### config.mk
export PLATFORM = sky130hd
export DESIGN_NAME = linked_queue_with_free_list
export DESIGN_NICKNAME = d
export VERILOG_FILES = /design/src/sv/lqfl_pkg.sv /design/src/sv/lqfl_ctrl.sv /design/src/sv/lqfl_datapath.sv /design/src/sv/linked_queue_with_free_list.sv
export SDC_FILE = /design/constraint.sdc
export NUM_CORES = 2
export LEC_CHECK = 0
export ABC_AREA = 0
export BUFFER_PORTS_ARGS = -buffer_cell sky130_fd_sc_hd__buf_2
export CAP_MARGIN = 20
export CORE_MARGIN = 4
export CORE_UTILIZATION = 62
export CTS_CLUSTER_SIZE = 20
export DETAILED_ROUTE_END_ITERATION = 8
export PLACE_DENSITY_LB_ADDON = 0.08
export SYNTH_ARGS = -nofsm -noshare
export SYNTH_HDL_FRONTEND = slang
export SYNTH_HIERARCHICAL = 1
export SYNTH_SLANG_ARGS = --single-unit
### constraint.sdc
create_clock -name aclk -period 24.9 [get_ports aclk]
set_input_delay 6.225 -clock aclk [delete_from_list [all_inputs] [get_ports aclk]]
set_output_delay 6.225 -clock aclk [all_outputs]
set_load 0.02 [all_outputs]
### src/sv/lqfl_pkg.sv
// shared constants, types and helpers for the linked queue block
// no dependencies
`default_nettype none

package lqfl_pkg;

    localparam int NODE_COUNT = 16;
    localparam int ADDR_W     = $clog2(NODE_COUNT);
    localparam int IDX_W      = $clog2(NODE_COUNT + 1);

    localparam logic [IDX_W-1:0] NIL = IDX_W'(NODE_COUNT);

    localparam int ID_W       = 32;
    localparam int NAME_W     = 64;
    localparam int NAME_HI_W  = 32;
    localparam int SLOT_W     = 4;
    localparam int STATUS_W   = 2;
    localparam int IN_DATA_W  = 192;
    localparam int OUT_DATA_W = 200;
    localparam int OUT_PAD_W  = 4;

    localparam logic OP_ENQ = 1'b0;
    localparam logic OP_DEQ = 1'b1;

    localparam logic [STATUS_W-1:0] ST_DONE  = 2'd0;
    localparam logic [STATUS_W-1:0] ST_FULL  = 2'd1;
    localparam logic [STATUS_W-1:0] ST_EMPTY = 2'd2;

    typedef struct packed {
        logic [NAME_HI_W-1:0] name_high;
        logic [NAME_W-1:0]    name_mid;
        logic [NAME_W-1:0]    name_low;
        logic signed [ID_W-1:0] id;
    } record_t;

    // commands from the controller to the datapath
    typedef struct packed {
        logic accept;
        logic commit;
    } ctrl_cmd_t;

    function automatic logic is_node(logic [IDX_W-1:0] v);
        return v < IDX_W'(NODE_COUNT);
    endfunction

    function automatic logic [IDX_W-1:0] clean_link(logic [IDX_W-1:0] v);
        return is_node(v) ? v : NIL;
    endfunction

endpackage

`default_nettype wire

### src/sv/lqfl_ctrl.sv
// handshake controller for the linked queue: issue and commit phases
// depends on lqfl_pkg
`default_nettype none

module lqfl_ctrl (
    input  wire logic               aclk,
    input  wire logic               aresetn,
    input  wire logic               s_tvalid,
    output logic                    s_tready,
    output logic                    m_tvalid,
    input  wire logic               m_tready,
    output lqfl_pkg::ctrl_cmd_t     cmd
);

    localparam logic S_IDLE = 1'b0;
    localparam logic S_EXEC = 1'b1;

    logic state_reg, state_next;
    logic out_valid_reg, out_valid_next;
    logic out_free;

    assign s_tready   = (state_reg == S_IDLE);
    assign out_free   = !out_valid_reg || m_tready;
    assign cmd.accept = s_tvalid && s_tready;
    assign cmd.commit = (state_reg == S_EXEC) && out_free;
    assign m_tvalid   = out_valid_reg;

    always_comb begin
        state_next     = state_reg;
        out_valid_next = out_valid_reg && !m_tready;
        case (state_reg)
            S_IDLE: begin
                if (cmd.accept) begin
                    state_next = S_EXEC;
                end
            end
            S_EXEC: begin
                if (out_free) begin
                    state_next     = S_IDLE;
                    out_valid_next = 1'b1;
                end
            end
            default: begin
                state_next = S_IDLE;
            end
        endcase
    end

    always_ff @(posedge aclk) begin
        if (!aresetn) begin
            state_reg     <= S_IDLE;
            out_valid_reg <= 1'b0;
        end else begin
            state_reg     <= state_next;
            out_valid_reg <= out_valid_next;
        end
    end

endmodule

`default_nettype wire

### src/sv/lqfl_datapath.sv
// node store, free list and queue pointers with the result register
// depends on lqfl_pkg
`default_nettype none

module lqfl_datapath (
    input  wire logic                               aclk,
    input  wire logic                               aresetn,
    input  wire lqfl_pkg::ctrl_cmd_t                cmd,
    input  wire logic                               in_op,
    input  wire lqfl_pkg::record_t                  in_rec,
    output logic [lqfl_pkg::STATUS_W-1:0]           out_status,
    output logic [lqfl_pkg::SLOT_W-1:0]             out_slot,
    output lqfl_pkg::record_t                       out_rec
);

    localparam int IDX_W  = lqfl_pkg::IDX_W;
    localparam int ADDR_W = lqfl_pkg::ADDR_W;
    localparam int SLOT_W = lqfl_pkg::SLOT_W;

    // memories
    logic [IDX_W-1:0]  link_mem [lqfl_pkg::NODE_COUNT];
    lqfl_pkg::record_t rec_mem  [lqfl_pkg::NODE_COUNT];

    logic [IDX_W-1:0] free_head_reg, free_head_next;
    logic [IDX_W-1:0] queue_head_reg, queue_head_next;
    logic [IDX_W-1:0] queue_tail_reg, queue_tail_next;
    // nodes below this index were never handed out, their links are implied
    logic [IDX_W-1:0] fresh_reg, fresh_next;
    logic             op_reg;

    logic [IDX_W-1:0]  link_rd_reg;
    lqfl_pkg::record_t rec_rd_reg;

    logic [IDX_W-1:0]  rd_node;
    logic [ADDR_W-1:0] rd_addr;
    logic              rec_we;

    logic [IDX_W-1:0]  node;
    logic              node_ok;
    logic [IDX_W-1:0]  link_val;
    logic              link_we;
    logic [ADDR_W-1:0] link_waddr;
    logic [IDX_W-1:0]  link_wdata;

    logic [lqfl_pkg::STATUS_W-1:0] status_c;
    logic [SLOT_W-1:0]             slot_c;
    lqfl_pkg::record_t             rec_c;

    logic [lqfl_pkg::STATUS_W-1:0] out_status_reg;
    logic [SLOT_W-1:0]             out_slot_reg;
    lqfl_pkg::record_t             out_rec_reg;

    // issue phase: one read address serves both memories
    assign rd_node = (in_op == lqfl_pkg::OP_DEQ) ? queue_head_reg : free_head_reg;
    assign rd_addr = rd_node[ADDR_W-1:0];
    assign rec_we  = cmd.accept && (in_op == lqfl_pkg::OP_ENQ)
                     && lqfl_pkg::is_node(free_head_reg);

    always_ff @(posedge aclk) begin
        if (cmd.accept) begin
            link_rd_reg <= link_mem[rd_addr];
            rec_rd_reg  <= rec_mem[rd_addr];
            op_reg      <= in_op;
        end
        if (rec_we) begin
            rec_mem[rd_addr] <= in_rec;
        end
        if (link_we) begin
            link_mem[link_waddr] <= link_wdata;
        end
    end

    // commit phase
    always_comb begin
        node    = (op_reg == lqfl_pkg::OP_DEQ) ? queue_head_reg : free_head_reg;
        node_ok = lqfl_pkg::is_node(node);

        if (node < fresh_reg) begin
            link_val = (node == '0) ? lqfl_pkg::NIL : node - IDX_W'(1);
        end else begin
            link_val = lqfl_pkg::clean_link(link_rd_reg);
        end

        free_head_next  = free_head_reg;
        queue_head_next = queue_head_reg;
        queue_tail_next = queue_tail_reg;
        fresh_next      = fresh_reg;
        link_we         = 1'b0;
        link_waddr      = queue_tail_reg[ADDR_W-1:0];
        link_wdata      = node;
        status_c        = lqfl_pkg::ST_DONE;
        slot_c          = '0;
        rec_c           = '0;

        if (op_reg == lqfl_pkg::OP_ENQ) begin
            if (!node_ok) begin
                status_c = lqfl_pkg::ST_FULL;
            end else begin
                slot_c         = SLOT_W'(node);
                free_head_next = link_val;
                if (node < fresh_reg) begin
                    fresh_next = node;
                end
                // the tail link is only read after a later enqueue overwrites it
                if (lqfl_pkg::is_node(queue_tail_reg)) begin
                    link_we = cmd.commit;
                end else begin
                    queue_head_next = node;
                end
                queue_tail_next = node;
            end
        end else begin
            if (!node_ok) begin
                status_c = lqfl_pkg::ST_EMPTY;
            end else begin
                slot_c = SLOT_W'(node);
                rec_c  = rec_rd_reg;
                // last node out empties the queue
                if (node == queue_tail_reg) begin
                    queue_head_next = lqfl_pkg::NIL;
                    queue_tail_next = lqfl_pkg::NIL;
                end else begin
                    queue_head_next = link_val;
                end
                link_we        = cmd.commit;
                link_waddr     = node[ADDR_W-1:0];
                link_wdata     = lqfl_pkg::clean_link(free_head_reg);
                free_head_next = node;
            end
        end
    end

    always_ff @(posedge aclk) begin
        if (!aresetn) begin
            free_head_reg  <= IDX_W'(lqfl_pkg::NODE_COUNT - 1);
            queue_head_reg <= lqfl_pkg::NIL;
            queue_tail_reg <= lqfl_pkg::NIL;
            fresh_reg      <= IDX_W'(lqfl_pkg::NODE_COUNT);
        end else if (cmd.commit) begin
            free_head_reg  <= free_head_next;
            queue_head_reg <= queue_head_next;
            queue_tail_reg <= queue_tail_next;
            fresh_reg      <= fresh_next;
        end
    end

    always_ff @(posedge aclk) begin
        if (cmd.commit) begin
            out_status_reg <= status_c;
            out_slot_reg   <= slot_c;
            out_rec_reg    <= rec_c;
        end
    end

    assign out_status = out_status_reg;
    assign out_slot   = out_slot_reg;
    assign out_rec    = out_rec_reg;

endmodule

`default_nettype wire

### src/sv/linked_queue_with_free_list.sv
// top level of the linked queue with free list
// depends on lqfl_pkg, lqfl_ctrl and lqfl_datapath
//
// usage
//   s_ channel carries commands: s_tuser is the operation (enqueue or dequeue),
//   s_tdata the record to enqueue (ignored on dequeue)
//   m_ channel returns exactly one item per command: m_tuser is the status
//   (done, store full, queue empty), m_tdata the slot and the dequeued record
//   the link store read that moves the free or queue head is registered, so
//   each command has an issue phase and a commit phase; a new command is
//   taken only after the current one commits, and s_tready is low in the
//   commit phase; the next command is taken while a finished result waits
//   in the output register; if the receiver stalls, the commit phase holds
//   until the output register frees, and s_tready stays low meanwhile
//   reset: queue empty, all nodes free, handed out from the highest index
//   down; no clearing pass, untouched nodes keep implied links through a
//   fill count, so the block is ready as soon as reset is released
`default_nettype none

module linked_queue_with_free_list (
    input  wire logic                               aclk,
    input  wire logic                               aresetn,
    input  wire logic                               s_tvalid,
    output logic                                    s_tready,
    // student_id, name_bytes_low, name_bytes_mid, name_bytes_high
    input  wire logic [lqfl_pkg::IN_DATA_W-1:0]     s_tdata,
    // operation
    input  wire logic [0:0]                         s_tuser,
    output logic                                    m_tvalid,
    input  wire logic                               m_tready,
    // slot, out_id, out_name_low, out_name_mid, out_name_high, zero pad
    output logic [lqfl_pkg::OUT_DATA_W-1:0]         m_tdata,
    // status
    output logic [lqfl_pkg::STATUS_W-1:0]           m_tuser
);

    lqfl_pkg::ctrl_cmd_t cmd;
    lqfl_pkg::record_t   in_rec;
    lqfl_pkg::record_t   out_rec;
    logic [lqfl_pkg::SLOT_W-1:0] out_slot;

    // record layout matches the input packing, id in the low bits
    assign in_rec = lqfl_pkg::record_t'(s_tdata);

    lqfl_ctrl u_ctrl (
        .aclk     (aclk),
        .aresetn  (aresetn),
        .s_tvalid (s_tvalid),
        .s_tready (s_tready),
        .m_tvalid (m_tvalid),
        .m_tready (m_tready),
        .cmd      (cmd)
    );

    lqfl_datapath u_dp (
        .aclk       (aclk),
        .aresetn    (aresetn),
        .cmd        (cmd),
        .in_op      (s_tuser[0]),
        .in_rec     (in_rec),
        .out_status (m_tuser),
        .out_slot   (out_slot),
        .out_rec    (out_rec)
    );

    // slot in the low nibble, then the record, zero pad on top
    assign m_tdata = {{lqfl_pkg::OUT_PAD_W{1'b0}}, out_rec, out_slot};

endmodule

`default_nettype wire

==> results.md <==
- Final worst path period need: ~9600 ps
- Slowest CP cell: buf_4
- Fmax: around 100 MHz
- Final hold vios: 0
- Clock latency on the worst-skew pair: 960 ps
- Vias after detailed routing: around 62000
- Detailed Routing Iterations Pass 1: 7
- Hold Buf Count CTS: 0
- Die height: around 470 um
- Placer congestion estimate: roughly 0.77
- CP max FO: 48
- HPWL after DPL: ~140000 um
- Ys flop type: edfxtp_1
- Avg Inst Size Synth: about 23 sq um
- All-Layer GR Usage: 27.0%
- Grt ovf: 0
- CTS buffer count: between 300 and 400
- Final Power: about 13 mW
- Clock sink count: approximately 3600
- Bufs and invs on worst path: 4
- Launch point of the critical path: s_tuser
- CTS tree: done
- Starting density of the core: ~62%
- Cell area after synthesis: around 130000 sq um
- Final Util: 70.2%
- Area Growth Syn to Fin: 12.5%
- Total Neg Setup Slack: 0 ps
- FP Rows: between 150 and 200
- Die area: ~220000 sq um
- Finish-stage setup viols: 0
- Async SR Flop Fraction: 0%
- Synth warn: 6
- RSZ-0062 raised after global routing: false
- Reg2reg start: u_dp/queue_head_reg[2]$_SDFFE_PN0P_
- Final period util: 38.7%
- Final #Nets: 6439
- Clock buffer depth: 4
- Worst slew pin tran: about 1200 ps
- Clock transition at path regs: roughly 60 ps
- CP Capture Type: register
- Leakage: about 48 nW
- CP Class: primary input to register
- Vias in the first global route: 62800
- Top Family by Delay on Critical Path: buffers and inverters
- FF+latch count, synth: around 3600
- CP Depth: 9
- Pins Over Slew Limit: 0
- Worst clock skew: roughly 57 ps
- Sequential area share after synthesis: around 81%
- Post-synth EDFFs: roughly 3500
- Routed vias/inst: about 6.6
- PortBufs: ~400
- Setup bufs post-CTS: 0
- PwrDens: approximately 85 nW/um^2
- Routed wire length per instance: approximately 32 um
- CORE AREA: 212000 sq um
- Hold_sp: u_dp/rec_rd_reg[65]$_DFFE_PP_
- First-pass GRT wire length: between 400000 and 500000 um
- Max VDD drop: between 0.08 and 0.09 mV
- Initial antenna violation count: between 70 and 80
- Placed cells: 8692
- Gates resized, CTS repair: 0
- Final hold slack: around 460 ps
- Data required time at the worst endpoint: ~25000 ps
- Remaining DRCs: 0
- DIE WIDTH: ~470 um
- Commonest non-fill, non-tap cells in the layout: 3548 x edfxtp_1, 788 x mux4_2, 396 x buf_2, 394 x a22oi_1, 369 x clkbuf_16
- Slew HR: between 20% and 30%
- FILL cells: about 13000
- Hold Crit Class: register to register
- Max reg flops: 3072
- Distinct cells, synth: 52
- MaxCap Viol Count: 0
- H-tree depth: 5
- Largest net degree at the start of global routing: between 150 and 200
- Post-Synthesis Cells: between 5000 and 6000
- First-iteration detailed-routing DRC count: about 7400
- Ordered cell list for the critical path: buf_2, nor2_1, nand2_1, nor2_1, nand2_1, nor2_4, buf_4, buf_4, buf_4
- Cell mode on critical path: buf_4
- Status: completed
- Root Driver: clkbuf_16
- Crit path DAT: 10160 ps
- Worst reg2reg path depth: 6
- Share of cells above drive strength 1: 27.8%
- Hold Path Cell Cnt: 1
- Final WL: a little under 300000 um
- # IOs: 401
- Setup crit start kind: primary input
- Final ANT Viol Nets: 0
- Max incr delay on CP: approximately 860 ps
- Most common cell after layout, fill and taps aside: edfxtp_1
- Non-Filler Instances: 9373
[metal layers]
layer  vias to the layer above  wire (um)  global-route usage (%)  share of wire [%]
li1                      25200          -                       -                  -
met1                     33100     119000                    39.6                 40
met2                      2909     143000                    41.9                 48
met3                       585      25600                    5.82                8.6
met4                        36       8390                    8.28                2.8
met5                         -        235                       0              0.079
[kinds of logic after synthesis]
family | synth area share (%)
buf+inv | 1.26
other cells | 0.00283
fa+ha+maj | 0.0472
compound gates | 2.59
flops | 80.7
mux | 13.5
simple gates | 1.87
xor+xnor | 0.0529
[worst paths after layout]
kind / to / slack (ps)
hold / removal: u_dp/out_rec[65]$_SDFFCE_PN0P_ / 460
setup / recovery: u_dp/rec_mem[0][128]$_DFFE_PP_ / 15270
hold reg to reg: u_dp/out_rec[65]$_SDFFCE_PN0P_ / 460
setup reg to reg: u_dp/rec_mem[0][128]$_DFFE_PP_ / 20360
[layout make-up]
type,instances,area (sq um),area share [%]
antenna,41,103,0.0688
tap,2821,3530,2.37
sequential,3570,107000,71.8
multi-input combinational,1777,24100,16.2
timing repair buffer,509,3050,2.05
inverter,17,63.8,0.0428
clock inverter,202,1710,1.15
clock buffer,436,9510,6.38
[power breakdown]
part | leakage, nW | internal [mW] | switching, mW
logic | 9.92 | 0.314 | 0.473
clock network | 5.49 | 3.01 | 2.14
registers | 32.3 | 6.73 | 0.0343
[worst reg2reg max path: stages, from the launching register on]
cell,delay (ps)
dfxtp_1,410
nor2_1,380
a21oi_1,340
nor2_4,620
buf_4,780
buf_4,730
buf_4,870
[through the flow]
stage	instance area [sq um]	setup WS, ps
floorplan	133000	3820
global placement	138000	14290
detailed placement	138000	14270
CTS	149000	15260
global route	149000	14940
finish	149000	15270
[Yosys cell counts, drive strengths merged, types with 2 or more instances]
cell type / instances / area (sq um)
a21boi: 8 / 63.8
a21o: 3 / 22.5
a21oi: 11 / 55.1
a22o: 7 / 61.3
a22oi: 394 / 2960
a31oi: 4 / 25.0
and2: 194 / 1210
buf: 144 / 947
clkbuf: 159 / 657
dfxtp: 22 / 440
edfxtp: 3548 / 107000
ha: 5 / 62.6
inv: 17 / 63.8
mux2i: 7 / 86.3
mux4: 788 / 17700
nand2: 227 / 852
nand2b: 8 / 57.6
nand3: 5 / 25.0
nand4: 5 / 31.3
nor2: 45 / 169
nor2b: 4 / 27.5
nor3: 4 / 20.0
nor3b: 7 / 52.6
o211a: 4 / 40.0
o21a: 2 / 15.0
o21ai: 22 / 114
o311ai: 3 / 26.3
xnor2: 7 / 61.3
Note: power is estimated with default switching activity, not from simulation.
